[src/rtl/bpht_queue.sv]
// Small first-in first-out queue of fixed-width words.
module bpht_queue #(
    parameter int WIDTH = 8,
    parameter int DEPTH = 2
) (
    input  logic             clk,
    input  logic             rst_n,
    input  logic             push,
    input  logic [WIDTH-1:0] din,
    output logic             full,
    input  logic             pop,
    output logic [WIDTH-1:0] dout,
    output logic             empty
);
    localparam int DB = (DEPTH > 1) ? $clog2(DEPTH) : 1;

    logic [WIDTH-1:0] mem_reg [DEPTH];
    logic [DB-1:0]    wp_reg, wp_next;
    logic [DB-1:0]    rp_reg, rp_next;
    logic [DB:0]      cnt_reg, cnt_next;
    logic             do_push, do_pop;

    assign full    = (cnt_reg == (DB+1)'(DEPTH));
    assign empty   = (cnt_reg == '0);
    assign do_push = push && !full;
    assign do_pop  = pop && !empty;
    assign dout    = mem_reg[rp_reg];

    always_comb
    begin
        wp_next  = wp_reg;
        rp_next  = rp_reg;
        cnt_next = cnt_reg;
        if (do_push)
        begin
            wp_next = (wp_reg == DB'(DEPTH - 1)) ? '0 : wp_reg + 1'b1;
        end
        if (do_pop)
        begin
            rp_next = (rp_reg == DB'(DEPTH - 1)) ? '0 : rp_reg + 1'b1;
        end
        if (do_push && !do_pop)
        begin
            cnt_next = cnt_reg + 1'b1;
        end
        else if (do_pop && !do_push)
        begin
            cnt_next = cnt_reg - 1'b1;
        end
    end

    always_ff @(posedge clk or negedge rst_n)
    begin
        if (!rst_n)
        begin
            wp_reg  <= '0;
            rp_reg  <= '0;
            cnt_reg <= '0;
        end
        else
        begin
            wp_reg  <= wp_next;
            rp_reg  <= rp_next;
            cnt_reg <= cnt_next;
        end
    end

    always_ff @(posedge clk)
    begin
        if (do_push)
        begin
            mem_reg[wp_reg] <= din;
        end
    end

endmodule

[config.mk]
export PLATFORM = sky130hd
export DESIGN_NAME = bpht_queue
export DESIGN_NICKNAME = d
export VERILOG_FILES = /design/src/rtl/bpht_queue.sv
export SDC_FILE = /design/constraint.sdc
export NUM_CORES = 1
export LEC_CHECK = 0
export BUFFER_PORTS_ARGS = -buffer_cell sky130_fd_sc_hd__buf_4
export CAP_MARGIN = 20
export CORE_UTILIZATION = 25
export CTS_CLUSTER_DIAMETER = 50
export DETAILED_ROUTE_END_ITERATION = 8
export PLACE_DENSITY = 0.5
export SLEW_MARGIN = 30
export SYNTH_ARGS = -nofsm -noshare
export SYNTH_HDL_FRONTEND = slang
export SYNTH_SLANG_ARGS = --single-unit
[constraint.sdc]
create_clock -name clk -period 2 [get_ports clk]
set_clock_uncertainty 0.05 [all_clocks]
set_input_delay 0.2 -clock clk [delete_from_list [all_inputs] [get_ports clk]]
set_output_delay 0.2 -clock clk [all_outputs]
set_load 0.02 [all_outputs]
Yosys cells after proc, flatten, opt, wreduce, memory -nomap -nowiden
Memory sizes are Yosys's and may differ from the RTL's.
Index checks and enable logic that the tools add are counted.
{ "classes": {"n_addsub": 4, "eq_ne": 1, "mux": 6, "n_reduce_logical": 10} }
{ "op_table": {"columns": ["operator", "count"], "rows": [
  ["$logic_and A1 B1 Y1", 4],
  ["$logic_not A1 Y1", 4],
  ["$mux W1", 4],
  ["$mux W2", 2],
  ["$add A1 B1 Y1 const B", 2],
  ["$add A2 B1 Y2 const B", 1],
  ["$eq A2 B2 Y1 const B", 1],
  ["$logic_not A2 Y1", 1],
  ["$reduce_bool A2 Y1", 1],
  ["$sub A2 B1 Y2 const B", 1]
]} }
{ "word_totals": {"regBits": 4, "ramBits": 16, "inputBits": 12, "elab_cells": 25, "n_memories": 1} }
{ "memory_table": {"columns": ["name", "words", "width", "rd", "rd_ports_with_merged_regs", "write_ports", "line_no", "source"], "rows": [
  ["mem_reg", 2, 8, 1, 0, 1, "17", "logic [WIDTH-1:0] mem_reg [DEPTH];"]
]} }

Logic depth before layout (Yosys ltp)
{ "depth": {"depth_word": 7, "ltp_mapped": 7, "depth_no_buf": 7} }

Least setup slack after synthesis
No wires, ideal clock.
{ "synth_path": {"path_kind": "register to register", "start": "reg cnt_reg[0]", "end": "mem mem_reg[0][0], enable pin", "arrival_time_ns": 1.022, "t_required_ns": 1.580, "setup_slack_ns": 0.558, "stages_incl_launch_ff": 4, "period_less_slack_ns": 1.442, "cell_sequence": "dfrtp_1 > nand2b_1 > nand2_2 > nor2_1"} }
{ "synth_via": {"elab_chain_cells": 5} }
{ "synth_rtl": {"columns": ["element", "line_no", "source"], "rows": [
  ["start, declared", "20", "logic [DB:0] cnt_reg, cnt_next;"],
  ["start signal, assigned", "64", "cnt_reg <= cnt_next;"],
  ["$eq A2 B2 Y1", "23", "assign full = (cnt_reg == (DB+1)'(DEPTH));"],
  ["$logic_not A1 Y1", "25", "assign do_push = push && !full;"],
  ["$logic_and A1 B1 Y1", "25", null],
  ["$mux W1", "70", "if (do_push)"],
  ["$mux W1 (not written as such)", "72", "mem_reg[wp_reg] <= din;"],
  ["end, declared", "17", null]
]} }
No other way between the ends.

Final worst setup path
{ "layout_path": {"start": "reg rp_reg", "end": "out dout[7]"} }
{ "layout_via": {"elab_chain_cells": 1} }
{ "layout_rtl": {"columns": ["element", "line_no", "source"], "rows": [
  ["start, declared", "19", "logic [DB-1:0] rp_reg, rp_next;"],
  ["start signal, assigned", "63", "rp_reg <= rp_next;"],
  ["$mem_v2 Z2 W8", null, null],
  ["end, declared", "12", "output logic [WIDTH-1:0] dout,"]
]} }
No other way between the ends.

==> flow_summary.json <==
{
  "outcome": "finished, violations left",
  "violations": "DRC",
  "worst_pin_slew_ns": 0.416,
  "grt_pass1_wl_um": 1980,
  "antenna_found_initial": 0,
  "most-common-layout-cells": "22 x buf_4, 16 x edfxtp_1, 6 x mux2_1",
  "cp-end-kind": "output pin",
  "drc": 3,
  "die_w_um": 57.9,
  "clk_pin_slew_ns": 0.10,
  "area_delta_synth_final_pct": 29.6,
  "final_common_cell": "buf_4",
  "maxCapViolCount": 0,
  "setup_viol_count_final": 0,
  "num_vias": 420,
  "syn_area_per_cell_sq_um": 17.8,
  "critical_path_required_ns": 1.75,
  "fin_tns_setup_ns": 0,
  "core_sq_um": 2850,
  "min_period_over_period_pct": 83.9,
  "worst_hold_path_type": "in2reg",
  "globalRouteTotalUtil_pct": 8.35,
  "max_freq_mhz": 596,
  "drive_gt1_share_pct": 42.0,
  "rsz0062_at_grt": "false",
  "yosysSeqAreaShare_pct": 74.2,
  "first_pass_iters": 5,
  "leakage_nw": 0.415,
  "gp_congestion": 0.700,
  "cts_resized": 0,
  "netlist_instances": 44,
  "cts-hold-fix-buffers": 1,
  "antenna_cells": 0,
  "dieArea_sq_um": 3360,
  "hold_viol_final": 0,
  "clock_sinks": 20,
  "drt-total-wl_um": 1250,
  "clk_latency_ns": 0.29,
  "postRouteAntennaNets": 0,
  "worstSetupPathType": "reg2out",
  "netlist_area_sq_um": 782,
  "critPathTopFamily": "flip-flops",
  "cts-root-buf": "clkbuf_4",
  "place_hpwl_um": 910,
  "drtIter0Drc": 7,
  "start_kind": "register",
  "die_h_um": 57.9,
  "drv_slew": 0,
  "largest_register_ffs": 16,
  "critPathSlowestCell": "dfrtp_1",
  "timing.slew.headroom_pct": 72.3,
  "ios": 22,
  "rows": 19,
  "overflow": 0,
  "ys_ff_latch": 20,
  "cts_tree": "done",
  "wl_per_cell_um": 12.5,
  "cp_cell_sequence": "mux2_2 -> buf_4",
  "fin_nets": 84,
  "initial_core_util_pct": 27.4,
  "cp_max_fo": 9,
  "grt_max_degree": 11,
  "cts_buffer_depth": 2,
  "numCtsBuffers": 3,
  "postCtsSetupBuffers": 0,
  "max_stage_delay_ns": 0.60,
  "synthesis.nets": 57,
  "htreeDepth": 1,
  "viasPerCell": 4.20,
  "worst-path-buf-inv": 1,
  "ys_types": 15,
  "io_buffers": 21,
  "ir_worst_vdd_mv": 0.660,
  "worstPathArrival_ns": 1.43,
  "powerDensity_nw_per_um2": 1400,
  "post-route-min-period_ns": 1.68,
  "synth_warnings": 0,
  "grt_pass1_vias": 469,
  "power_mw": 1.42
}
-- cells in the mapped netlist, drive strengths merged --
master	count	area [sq um]
edfxtp	16	480
mux2	8	90.1
dfrtp	4	100
nor2	3	11.3
xnor2	3	33.8
inv	2	7.51
xor2	2	17.5
and3	1	6.26
buf	1	5.00
ha	1	12.5
nand2	1	6.26
nand2b	1	6.26
o21ai	1	5.00
-- worst register-to-register path, stage by stage (launching register included) --
cell	delay (ns)
dfrtp_1	0.44
nand2b_1	0.20
nand2_2	0.12
inv_1	0.05
ha_1	0.18
xor2_1	0.14
nor2_1	0.12
xor2_1	0.16
-- report_power, final --
group          internal [mW]  switching, mW  leakage, nW
Combinational          0.281          0.285        0.206
Sequential             0.581         0.0879        0.195
Clock                 0.0700          0.113       0.0138
-- final timing paths --
path / start / endpoint / slack, ns / cells past startpoint
min in group asynchronous: rst_n / cnt_reg[0] / 0.18 / 2
worst min-delay path: din[2] / mem_reg[1][2] / 0.04 / 1
worst max-delay path: rp_reg / dout[7] / 0.32 / 2
max in group asynchronous: rst_n / rp_reg / 1.62 / 2
worst min register to register: wp_reg / wp_reg / 0.48 / 1
worst max register to register: cnt_reg[0] / cnt_reg[1] / 0.48 / 7
-- area by class of cell --
cell class	count	area (sq um)
clock buffers	3	22.5
flip-flops and latches	20	581
multi-input cells	21	189
inverters	2	7.51
repair buffers	23	175
fillers	286	1840
well taps	31	38.8
-- stage by stage --
| stage | utilization, % | setup WS [ns] | cells | hold WS, ns | instance area (sq um) |
|---|---|---|---|---|---|
| 3_3_place_gp | 34.4 | 0.530 | 96 | -0.0483 | 981 |
| 2_1_floorplan | - | 0.558 | 44 | -0.146 | 782 |
| 4_1_cts | 35.5 | 0.278 | 100 | 0.0227 | 1010 |
| 6_report | 35.5 | 0.322 | 100 | 0.0372 | 1010 |
| 5_1_grt | 35.5 | 0.218 | 100 | 0.0143 | 1010 |
| 3_5_place_dp | 34.4 | 0.504 | 96 | -0.0470 | 981 |
-- layer usage --
| metal | vias up | track usage (%) | share of wire [%] |
|---|---|---|---|
| met5 | - | 0 | 0 |
| met3 | 0 | 3.35 | 8.9 |
| li1 | 209 | - | - |
| met1 | 196 | 8.95 | 44 |
| met4 | 0 | 5.10 | 0 |
| met2 | 15 | 13.8 | 47 |
-- logic make-up (layout without fill, tap and decap cells) --
kind of cell / count (synthesis) / count (layout) / share of synthesized area (%)
fa+ha+maj: 1 / 1 / 1.60
simple gates: 6 / 6 / 3.84
buf+inv: 3 / 28 / 1.60
mux: 8 / 8 / 11.5
xor+xnor: 5 / 5 / 6.56
flops: 20 / 20 / 74.2
compound gates: 1 / 1 / 0.639
No activity file was read; power rests on OpenSTA's default activity.
