===== config.mk =====
export PLATFORM = sky130hd
export DESIGN_NAME = bpht_front
export DESIGN_NICKNAME = d
export VERILOG_FILES = /design/src/rtl/bpht_pkg.sv /design/src/rtl/bpht_front.sv
export SDC_FILE = /design/constraint.sdc
export NUM_CORES = 2
export LEC_CHECK = 0
export BUFFER_PORTS_ARGS = -buffer_cell sky130_fd_sc_hd__buf_2
export CORE_ASPECT_RATIO = 0.6
export CORE_MARGIN = 3
export CORE_UTILIZATION = 40
export DETAILED_ROUTE_END_ITERATION = 10
export MAX_ROUTING_LAYER = met4
export PLACE_DENSITY = 0.58
export SYNTH_ARGS = -nofsm -noshare
export SYNTH_HDL_FRONTEND = slang
export SYNTH_SLANG_ARGS = --single-unit

===== constraint.sdc =====
create_clock -name clk -period 45.9 [get_ports clk]
set_input_delay 6.885 -clock clk [delete_from_list [all_inputs] [get_ports clk]]
set_output_delay 6.885 -clock clk [all_outputs]
set_load 0.01 [all_outputs]

===== src/rtl/bpht_pkg.sv =====
// Shared types, codes and hash mixing functions of the pair hash table.
package bpht_pkg;

    // operation codes
    localparam logic [1:0] OP_FIND = 2'd0;
    localparam logic [1:0] OP_GET  = 2'd1;
    localparam logic [1:0] OP_PUSH = 2'd2;
    localparam logic [1:0] OP_POP  = 2'd3;

    // status codes
    localparam logic [1:0] ST_OK       = 2'd0;
    localparam logic [1:0] ST_FULL     = 2'd1;
    localparam logic [1:0] ST_POP_ZERO = 2'd2;
    localparam logic [1:0] ST_MARK_OVF = 2'd3;

    // configuration register indexes
    localparam logic CFG_LOAD_LIMIT    = 1'b0;
    localparam logic CFG_CLEANUP_LIMIT = 1'b1;

    localparam logic [15:0] LEVEL_MAX  = 16'hFFFF;
    localparam logic [31:0] HASH_SEED  = 32'hDEADBEEF;
    localparam int          MIX_STEPS  = 7;
    localparam int          SLOT_EMPTY = 0;
    localparam int          SLOT_DEAD  = 1;

    typedef struct packed {
        logic [1:0]         operation;
        logic signed [31:0] key_x;
        logic signed [31:0] key_y;
    } in_item_t;

    typedef struct packed {
        logic [1:0]  status;
        logic        found;
        logic        created;
        logic [8:0]  entry_index;
        logic [15:0] level_now;
        logic [9:0]  removed_count;
    } result_t;

    typedef struct packed {
        logic [1:0]  op;
        logic [31:0] x;
        logic [31:0] y;
        logic [31:0] hash;
    } fe_item_t;

    typedef struct packed {
        logic [31:0] hash;
        logic [31:0] x;
        logic [31:0] y;
    } ent_t;

    typedef struct packed {
        logic [9:0] load_limit;
        logic [9:0] cleanup_limit;
    } cfg_t;

    typedef struct packed {
        logic [31:0] a;
        logic [31:0] b;
        logic [31:0] c;
    } mix_abc_t;

    function automatic logic [31:0] rotl32(input logic [31:0] v, input int k);
        return (v << k) | (v >> (32 - k));
    endfunction

    // one step of the final mix: target ^= source; target -= rotl(source, k)
    function automatic mix_abc_t mix_step(input mix_abc_t s, input int step);
        mix_abc_t r;
        r = s;
        case (step)
            0: r.c = (s.c ^ s.b) - rotl32(s.b, 14);
            1: r.a = (s.a ^ s.c) - rotl32(s.c, 11);
            2: r.b = (s.b ^ s.a) - rotl32(s.a, 25);
            3: r.c = (s.c ^ s.b) - rotl32(s.b, 16);
            4: r.a = (s.a ^ s.c) - rotl32(s.c, 4);
            5: r.b = (s.b ^ s.a) - rotl32(s.a, 14);
            6: r.c = (s.c ^ s.b) - rotl32(s.b, 24);
            default: r = s;
        endcase
        return r;
    endfunction

endpackage


===== src/rtl/bpht_front.sv =====
// Front end: accepts items and hashes the key pair in a stalling mix pipeline.
module bpht_front (
    input  logic               clk,
    input  logic               rst_n,
    input  bpht_pkg::in_item_t item,
    input  logic               push,
    output logic               full,
    input  logic               hold,
    output bpht_pkg::fe_item_t fe_item,
    output logic               fe_push,
    input  logic               fe_full
);
    import bpht_pkg::*;

    typedef struct packed {
        logic [1:0]  op;
        logic [31:0] x;
        logic [31:0] y;
        mix_abc_t    abc;
    } pipe_t;

    pipe_t                  stg_reg [MIX_STEPS];
    pipe_t                  stg_next [MIX_STEPS];
    pipe_t                  stg_in [MIX_STEPS];
    logic [MIX_STEPS-1:0]   vld_reg, vld_next;
    logic                   adv;
    logic                   take;

    assign adv  = !vld_reg[MIX_STEPS-1] || !fe_full;
    assign full = !adv || hold;
    assign take = push && !full;

    assign stg_in[0] = '{op: item.operation, x: item.key_x, y: item.key_y,
                         abc: '{a: item.key_x, b: item.key_y, c: HASH_SEED}};

    for (genvar k = 0; k < MIX_STEPS; k++)
    begin : g_stage
        if (k > 0)
        begin : g_link
            assign stg_in[k] = stg_reg[k-1];
        end
        always_comb
        begin
            stg_next[k]     = stg_in[k];
            stg_next[k].abc = mix_step(stg_in[k].abc, k);
        end
        always_ff @(posedge clk)
        begin
            if (adv)
            begin
                stg_reg[k] <= stg_next[k];
            end
        end
    end

    assign vld_next = adv ? {vld_reg[MIX_STEPS-2:0], take} : vld_reg;

    always_ff @(posedge clk or negedge rst_n)
    begin
        if (!rst_n)
        begin
            vld_reg <= '0;
        end
        else
        begin
            vld_reg <= vld_next;
        end
    end

    assign fe_push = vld_reg[MIX_STEPS-1] && !fe_full;
    assign fe_item = '{op: stg_reg[MIX_STEPS-1].op, x: stg_reg[MIX_STEPS-1].x,
                       y: stg_reg[MIX_STEPS-1].y, hash: stg_reg[MIX_STEPS-1].abc.c};

endmodule


; Word-level counts from Yosys, hierarchy flattened
; Memories as Yosys holds them, arrays and structs flattened.
; Cells that the tools add are included.
; Widths: inputs -> output; s select.
[op_classes]
n_addsub = 7
n_mux = 2
n_bitwise = 14
reduce_logical = 8
[op_table]
columns = operator, n
row1 = $sub 32x32->32, 7
row2 = $xor 32x32->32, 6
row3 = $or 32x14->32, 2
row4 = $or 32x11->32, 1
row5 = $or 32x16->32, 1
row6 = $or 32x24->32, 1
row7 = $or 32x25->32, 1
row8 = $or 32x4->32, 1
row9 = $not 24->24, 1
row10 = $logic_not 1->1, 4
row11 = $logic_and 1x1->1, 2
row12 = $logic_or 1x1->1, 2
row13 = $mux 1, 2
[totals]
reg_bits = 7
ram_bits = 1134
out_inout_bits = 100
mem_count = 1
[memory_table]
columns = memory, depth, width, rd, rd_clocked_by_memory_dff, wr, line
row1 = stg_reg, 7, 162, 7, 0, 7, bpht_front.sv:22  ; pipe_t stg_reg [MIX_STEPS];

; Logic depth before layout (Yosys ltp)
[logic_depth]
ltp_word = 6
ltp_mapped = 13

; Least setup slack after synthesis
; Ideal clock, no wire load.
[synth_path]
path_type = input to output
startpoint = input port fe_full
endpoint = output port full
t_arrival_ns = 28.573
required_time_ns = 39.015
path_slack_ns = 10.442
path_stages = 2
n_path_buf = 0
path_cell_list = nand2_1 nand2b_1
[synth_between]
elab_chain_len = 4
[synth_rtl]
columns = element, line
row1 = start: declaration, bpht_front.sv:11  ; input logic fe_full
row2 = $logic_not 1->1, bpht_front.sv:29  ; assign adv = !vld_reg[MIX_STEPS-1] || !fe_full;
row3 = $logic_or 1x1->1, bpht_front.sv:29
row4 = $logic_not 1->1, bpht_front.sv:30  ; assign full = !adv || hold;
row5 = $logic_or 1x1->1, bpht_front.sv:30
row6 = end: declaration, bpht_front.sv:7  ; output logic full,
; Every way passes these cells.

; Worst setup path in the final report
; Ends and elaborated chain as after synthesis.

==> impl_results.md <==
- Critical Path Fanout Max: 61
- Critical Path, Cell by Cell: buf_2 > nand2_4 > nand2b_1 > buf_2
- Die Span Y: 256 um
- Die Area: 108000 um2
- RSZ-0062 raised after global routing: no
- Endpoint, Worst Hold: stg_reg[3][150]
- DRT Pass-1 Iters: 5
- CTS root buf: clkbuf_16
- HP Class: register to register
- CP delay by family, top: simple AND/OR/NAND/NOR gates
- Number of global-route vias before repair: 22590
- Min cycle time layout: 14.73 ns
- Arr. time, crit path: 7.84 ns
- Worst Hold Depth: 0
- Ports: 171
- Hpwl dp: 82100 um
- Ys Warns: 0
- Reg2Reg Setup Slack: 41.09 ns
- Ys async rst share: 0.738%
- CTS max path bufs: 3
- Post-synth EDFFs: 942
- RD Place Congestion: 0.908
- Main flop type after synthesis: edfxtp_1
- First-pass GRT wire length: 154000 um
- Yosys cell types: 66
- Outcome: finished, final reports clean
- CP bufs+invs: 2
- Stages on worst setup path: 4
- Max reg flops: 942
- Slowest Stage Delay on Critical Path: 0.57 ns
- Clock transition at path regs: 0.06 ns
- Starting density of the core: 40.4%
- IO buf count: 170
- Gate Count Post-Synth: 2844
- Post-DP Area: 44200 um2
- Share of layout cells above drive strength 1: 10.9%
- H-tree Lvls: 3
- Flops & latches, synth: 949
- Synthesized cell area: 41700 um2
- CORE AREA: 103000 um2
- Register Area: 28500 um2
- Cts hold-fix bufs: 0
- Hold path start: stg_reg[2][150]
- CP dominant cell by count: buf_2
- Pins over their slew limit: 0
- DRT antenna net count: 0
- Syn Nets: 3139
- Total grt overflow: 0
- Kind of critical path: primary input to output pin
- Clock latency on the worst-skew pair: 0.69 ns
- Fin crit share: 32.1%
- Initial antenna violation count: 8
- Final Skew: 0.0276 ns
- Slowest cell on the critical path: nand2_4
- CTS tree: built
- Final WL: 107000 um
- Routed WL per cell: 23.6 um
- 1st-iter DRT viols: 2681
- Sequential area share after synthesis: 68.3%
- Syn avg cell area: 14.7 um2
- Clk sinks: 949
- Vias per inst: 5.22
- Total Routing Usage GR: 20.1%
- Endpoints failing hold: 0
- Worst R2R Start: vld_reg[6]
- DRC: 0
- Routed via count: 23758
- Fillers: 9107
- Nets: 3381
- R2R cell count: 5
- Post-Layout Inst Area: 47100 um2
- Row cnt: 91
- Final setup viols: 0
- Yosys top cell area share: 67.9%
- Area of the multi-input gates: 12100 um2
- Cts bufs inserted: 89
- Largest net degree at the start of global routing: 91
- Worst Tran Pin Value: 1.08 ns
- Setup bufs post-CTS: 0
- CP required: 39.01 ns
- Gates resized, CTS repair: 0
- R2r endpoint: stg_reg[5][124]
- Synth-to-Final Area Change: 13.0%
- ANT cells: 0
- Final setup TNS: 0 ns
- Element type at the critical path end: output pin
- Startpoint types: primary input
- Ranking of synthesized cells by area: edfxtp_1 68%, ha_1 6.5%, xor2_1 5.1%
- Rel. slew slack: 28.1%
- Final core utilization: 45.7%
- Max-cap viol count: 0
- Die width: 423 um
- Highest clock rate: 67.9 MHz
- Synth area leader: edfxtp_1
## per-stage QoR
stage | hold slack, ns | setup slack (ns) | std cells
global placement | 0.400 | 31.12 | 4390
detailed placement | 0.405 | 31.12 | 4390
CTS | 0.401 | 31.12 | 4554
floorplan | 0.400 | 10.44 | 2844
global route | 0.411 | 31.06 | 4554
finish | 0.406 | 31.17 | 4554
## worst max path at each step
stage | from | to | slack [ns]
after floorplan | fe_full | full | 10.44
after global placement | fe_full | full | 31.12
after detailed placement | fe_full | full | 31.12
after CTS | fe_full | full | 31.12
after global routing | fe_full | full | 31.06
final | fe_full | full | 31.17
## cell families after synthesis
group	share of synthesized area [%]
AO/OA/AOI/OAI	8.95
XOR/XNOR	8.45
adder cells (fa/ha/maj)	6.85
buffers and inverters	2.68
flip-flops	68.3
multiplexers	0.135
AND/OR/NAND/NOR	4.63
## layer usage
metal  vias to the layer above  global-route usage, %  wire length, um
met5                         -                      -                0
met4                         0                   3.50             1590
met3                       122                   3.97             8190
met2                       785                   24.0            40000
met1                     11873                   34.0            57700
li1                      10978                      -                -
## layout by cell type (no fill, tap or decap), drive strengths merged, types with 18 or more instances in the layout
master  synthesis  routed
a31oi          22      22
nand2b         30      30
a21o          103     103
nand3          31      31
o21ai          92      92
nor2           97      97
clkbuf         30      98
o21a           26      26
nor3           18      18
buf             1     182
clkinv          0      46
ha            217     217
nand2          92      92
xnor2         158     158
nand4          33      33
xor2          244     244
a21oi         201     201
nor2b          30      30
inv           266     274
edfxtp        942     942
o21bai         31      31
## cells in the mapped netlist, types with 10 or more instances
cell type / n
edfxtp_1: 942
inv_1: 266
xor2_1: 244
ha_1: 217
a21oi_1: 201
xnor2_1: 158
a21o_1: 103
nor2_1: 97
nand2_1: 92
o21ai_0: 87
nand4_1: 33
nand3_1: 31
o21bai_1: 31
clkbuf_1: 30
nand2b_1: 30
nor2b_1: 30
o21a_1: 26
a31oi_1: 21
nor3_1: 18
o211ai_1: 14
and3_1: 13
a211oi_1: 12
o31ai_1: 11
and2_1: 10
## area by class of cell
cell class,instances,share of cell area (%)
Clock inverter,66,1.22
Timing Repair Buffer,182,2.00
Clock buffer,98,4.80
Multi-Input combinational cell,1598,25.7
Inverter,266,2.12
Sequential cell,949,60.5
Tap cell,1395,3.71
Power is left out: the tool's default activity adds up to more than one toggle a clock period on the data nets, which glitch-free logic cannot reach.
